### config.mk
export PLATFORM = sky130hd
export DESIGN_NAME = hme_ram
export DESIGN_NICKNAME = d
export VERILOG_FILES = /design/src/hdl/hme_ram.sv
export SDC_FILE = /design/constraint.sdc
export NUM_CORES = 2
export LEC_CHECK = 0
export BUFFER_PORTS_ARGS = -buffer_cell sky130_fd_sc_hd__buf_2
export CORE_ASPECT_RATIO = 1.4
export CORE_MARGIN = 4
export CORE_UTILIZATION = 25
export DETAILED_ROUTE_END_ITERATION = 10
export PLACE_DENSITY_LB_ADDON = 0.1
export SYNTH_ARGS = -nofsm -noshare
export SYNTH_HDL_FRONTEND = slang
export SYNTH_SLANG_ARGS = --single-unit
export TNS_END_PERCENT = 10
### constraint.sdc
create_clock -name clk_i -period 8.7 [get_ports clk_i]
set_clock_uncertainty 0.1 [all_clocks]
set_input_delay 1.74 -clock clk_i [delete_from_list [all_inputs] [get_ports clk_i]]
set_output_delay 1.74 -clock clk_i [all_outputs]
set_load 0.02 [all_outputs]
### src/hdl/hme_ram.sv
// generic simple dual-port synchronous ram with registered read
module hme_ram #(
  parameter int unsigned Width = 32,
  parameter int unsigned Depth = 64
) (
  input  logic                                          clk_i,
  input  logic                                          we_i,
  input  logic [((Depth > 1) ? $clog2(Depth) : 1)-1:0]  waddr_i,
  input  logic [Width-1:0]                              wdata_i,
  input  logic [((Depth > 1) ? $clog2(Depth) : 1)-1:0]  raddr_i,
  output logic [Width-1:0]                              rdata_o
);
  logic [Width-1:0] mem_q [Depth];

  always_ff @(posedge clk_i) begin
    if (we_i) begin
      mem_q[waddr_i] <= wdata_i;
    end
    rdata_o <= mem_q[raddr_i];
  end
endmodule

### Word level (Yosys, flattened, before mapping)

Memory sizes are Yosys's and may differ from the RTL's. A register that Yosys moved wholly into a read port is not among the register bits.
Index checks and enable logic that the tools add are counted.
W data, S select, Z words.

* register bits: 0
* bits in latches: 0
* bits in writable memories: 2048
* memory bits (read-only): 0
* input bits: 46
* output and inout port bits: 32
* word-level logic and storage cells: 3
* memories: 1

Memory list
* mem_q: depth 64, bits a word 32, rd ports 1, clocked after memory_dff 1, wr ports 1, line 13 `logic [Width-1:0] mem_q [Depth];`

* add/sub/neg operators: 0
* multipliers: 0
* div/mod/pow operators: 0
* $lt $le $gt $ge: 0
* eq/ne operators: 0
* shifts and indexed selects: 0
* muxes and demuxes: 2
* bitwise operators: 0
* reductions and logical operators: 0

Operators by type and width (count)
* $mux W1: 2

### Logic depth before layout (Yosys ltp)

* depth in word-level cells: 2
* mapped depth: 10

### Worst setup path after synthesis

No wires, ideal clock.

* path kind: input port to flip-flop
* from: in waddr_i[3] (netlist name)
* to: mem mem_q[48][0] (enable)
* setup time: 0.461 ns
* arrival: 4.439 ns
* data required time: 8.139 ns
* path slack: 3.700 ns
* stages on the path: 4
* path through: clkbuf_1 -> nor2b_1 -> nand4b_1 -> nor3_1

RTL lines
* start, declared: line 8 `input logic [((Depth > 1) ? $clog2(Depth) : 1)-1:0] waddr_i,`
* end, declared: line 13

No word-level cell before the write port.

==> flow_results.xml <==
<?xml version="1.0" encoding="UTF-8"?>
<metrics>
  <group name="run_status">
    <metric name="outcome" unit="">completed</metric>
  </group>
  <group name="synth">
    <metric name="yosysSeqAreaShare" unit="%">79.1</metric>
    <metric name="syn-instance-count" unit="">3324</metric>
    <metric name="syn_avg_cell_area" unit="um2">23.6</metric>
    <metric name="synth_nets" unit="">3370</metric>
    <metric name="netlist_area" unit="um2">78500</metric>
    <metric name="ys_types" unit="">34</metric>
    <metric name="number_of_synthesized_register_bits" unit="">2080</metric>
    <metric name="synth-warning-count" unit="">0</metric>
  </group>
  <group name="placement">
    <metric name="dp_hpwl" unit="mm">136</metric>
    <metric name="pre_cts_slack" unit="ns">2.92</metric>
    <metric name="placement.io_buffers" unit="">77</metric>
    <metric name="finalWeightedCongestion" unit="">0.730</metric>
    <metric name="postPlaceCellArea" unit="um2">84900</metric>
    <metric name="dpl_cells" unit="">7518</metric>
  </group>
  <group name="clock_network">
    <metric name="cts_setup_buffers" unit="">0</metric>
    <metric name="later_pin_clock_latency_in_the_skew_report" unit="ns">0.89</metric>
    <metric name="cts-htree-levels" unit="">4</metric>
    <metric name="clkSlewWorstSetupHoldPaths" unit="ns">0.06</metric>
    <metric name="clock_tree.buffer_depth" unit="">4</metric>
    <metric name="cts_num_sinks" unit="">2080</metric>
    <metric name="holdBufCountCts" unit="">0</metric>
    <metric name="post_cts_resized" unit="">0</metric>
    <metric name="cts_tree" unit="">built</metric>
    <metric name="clock_root_cell" unit="">clkbuf_16</metric>
    <metric name="cts-buffers-inserted" unit="">215</metric>
  </group>
  <group name="power">
    <metric name="finalPower" unit="mW">21.4</metric>
    <metric name="power_density" unit="nW/um2">233</metric>
    <metric name="vdd_drop_max" unit="mV">0.136</metric>
    <metric name="p_leak" unit="nW">27.7</metric>
  </group>
  <group name="finish">
    <metric name="postLayoutCoreUtil" unit="%">29.3</metric>
    <metric name="final_area" unit="um2">91700</metric>
    <metric name="layout.cells.most_common" unit="">edfxtp_1</metric>
    <metric name="nNetsFinal" unit="">3616</metric>
    <metric name="layout.cells.non_filler" unit="">7921</metric>
    <metric name="areaGrowthSynthToFinish" unit="%">16.7</metric>
    <metric name="layout.cells.most_common_list" unit="">edfxtp_1 (2048), mux4_2 (544), clkbuf_16 (221)</metric>
    <metric name="drive_above_1_share" unit="%">30.0</metric>
  </group>
  <group name="worst_setup_path">
    <metric name="cp.required" unit="ns">9.32</metric>
    <metric name="critPathMostFrequentCell" unit="">nor2_1</metric>
    <metric name="worstPathCellList" unit="">buf_8 -&gt; buf_4 -&gt; nand2_1 -&gt; o22ai_1 -&gt; nor2_1 -&gt; a21oi_1 -&gt; nor2_1</metric>
    <metric name="cell_at_the_slowest_stage_of_the_critical_path" unit="">nand2_1</metric>
    <metric name="timing.setup.critical_path_class" unit="">in2reg</metric>
    <metric name="crit_path_max_fanout" unit="">45</metric>
    <metric name="worst_ep_arrival_time" unit="ns">5.31</metric>
    <metric name="endpoint_type_of_the_worst_setup_path" unit="">flip-flop</metric>
    <metric name="reg2reg_slack" unit="ns">6.04</metric>
    <metric name="critical_path.max_stage_delay" unit="ns">0.94</metric>
    <metric name="setup.worst_path.start_class" unit="">input pin</metric>
  </group>
  <group name="die">
    <metric name="core-area" unit="um2">313000</metric>
    <metric name="floorplan.die_area" unit="um2">323000</metric>
    <metric name="chipWidth" unit="um">482</metric>
    <metric name="start_util" unit="%">25.1</metric>
    <metric name="ios" unit="">78</metric>
    <metric name="rows" unit="">243</metric>
    <metric name="floorplan.die.height" unit="um">671</metric>
  </group>
  <group name="timing">
    <metric name="final_critical_period" unit="ns">4.70</metric>
    <metric name="hold_ws" unit="ns">0.643</metric>
    <metric name="final_max_slew_viol_count" unit="">0</metric>
    <metric name="tightest_slew" unit="ns">1.29</metric>
    <metric name="fin_crit_sh" unit="%">54.0</metric>
    <metric name="timing.setup.tns" unit="ns">0</metric>
    <metric name="final-setup-viol-count" unit="">0</metric>
    <metric name="maxSlewHeadroom" unit="%">13.7</metric>
    <metric name="fmaxAchievable" unit="GHz">0.213</metric>
    <metric name="report.final.hold_viol_count" unit="">0</metric>
    <metric name="timing.final.ws_setup" unit="ns">4.00</metric>
    <metric name="unrepaired_setup_endpoints_after_global_routing" unit="">no</metric>
  </group>
  <group name="global_route">
    <metric name="grtUsageTotal" unit="%">15.6</metric>
    <metric name="globalRouteOverflowTotal" unit="">0</metric>
    <metric name="grt_max_degree" unit="">80</metric>
    <metric name="wire_length_of_the_first_global_routing_pass" unit="mm">345</metric>
    <metric name="via_count_of_the_first_global_routing_pass" unit="">38387</metric>
    <metric name="antenna_violations_before_repair" unit="">32</metric>
  </group>
  <group name="drt">
    <metric name="detail_route.wl_per_cell" unit="um">32.2</metric>
    <metric name="wl" unit="mm">255</metric>
    <metric name="routed-via-count" unit="">35970</metric>
    <metric name="drc" unit="">0</metric>
    <metric name="iteration_0_drc_count_of_the_detailed_router" unit="">3269</metric>
    <metric name="dr.pass1.iters" unit="">5</metric>
    <metric name="avgViaCountPerCell" unit="">4.54</metric>
    <metric name="final_antenna_net_count" unit="">0</metric>
  </group>
  <group name="hold_path">
    <metric name="hold_class" unit="">reg2reg</metric>
  </group>
  <group name="job">
    <metric name="drv.max_cap_violation_count" unit="">0</metric>
  </group>
</metrics>
[flip-flops by register name, summed over array words and instances (netlist names)]
name,cells
mem_q,2048
rdata_o,32
[synth_stat cells]
cell type / instances / area share (%)
edfxtp_1: 2048 / 78
mux4_2: 544 / 16
nor2_1: 137 / 0.65
mux2i_1: 93 / 1.2
o22ai_1: 84 / 0.67
clkbuf_1: 74 / 0.35
a21oi_1: 62 / 0.40
buf_2: 57 / 0.36
dfxtp_1: 32 / 0.82
o221ai_1: 27 / 0.30
nand2_1: 26 / 0.12
buf_4: 25 / 0.24
buf_1: 21 / 0.10
nor2b_1: 15 / 0.12
a22oi_1: 12 / 0.11
a311oi_1: 8 / 0.089
nand2b_1: 8 / 0.064
nor3_1: 7 / 0.045
buf_6: 5 / 0.072
nand3_1: 5 / 0.032
nand3b_1: 5 / 0.048
a41o_1: 4 / 0.051
and3_1: 4 / 0.032
o32ai_1: 4 / 0.045
or3_1: 3 / 0.024
or3b_2: 3 / 0.033
and2_1: 2 / 0.016
nand4_1: 2 / 0.016
or3b_1: 2 / 0.022
a31oi_1: 1 / 0.0080
nand4b_1: 1 / 0.011
or2_0: 1 / 0.0080
or2_1: 1 / 0.0080
or2_2: 1 / 0.0080
[cells by family (layout without fill, tap and decap cells)]
group           count (synthesis)  count (layout)  synth area share, %
mux                           637             637                 16.8
buf+inv                       182             599                 1.13
simple gates                  223             223                 1.27
compound gates                202             202                 1.67
flops                        2080            2080                 79.1
other cells                     0              15                    0
[area by class of cell]
cell class	instances	area (um2)
repair buffers	211	1550
clock buffers	278	5840
fillers	30257	221000
well taps	4165	5210
multi-input cells	1062	16000
diodes	15	37.5
flip-flops and latches	2080	62100
clock inverters	110	883
[worst paths after layout]
kind,cells past startpoint,end,from
max reg2reg,5,rdata_o[22]$_DFF_P_,mem_q[51][22]$_DFFE_PP_
min,4,rdata_o[8]$_DFF_P_,mem_q[12][8]$_DFFE_PP_
min reg2reg,4,rdata_o[8]$_DFF_P_,mem_q[12][8]$_DFFE_PP_
max,7,rdata_o[28]$_DFF_P_,raddr_i[1]
[where the power goes]
| part | total [mW] | internal, mW | switching (mW) |
|---|---|---|---|
| Sequential | 11.2 | 11.1 | 0.0549 |
| Combinational | 1.15 | 0.370 | 0.781 |
| Clock | 9.05 | 5.15 | 3.90 |
[routing by layer]
metal	GRT usage [%]	vias to the layer above	wire length, um
met4	4.60	14	7310
li1	-	14766	-
met3	2.21	294	10600
met2	27.6	812	133000
met5	0	-	74
met1	19.7	20084	104000
[critical path: cells and delay by family]
family          cells  cell delay (ns)
compound gates      2             1.13
simple gates        3             1.31
buf+inv             2             1.02
Note: power is estimated with default switching activity, not from simulation.
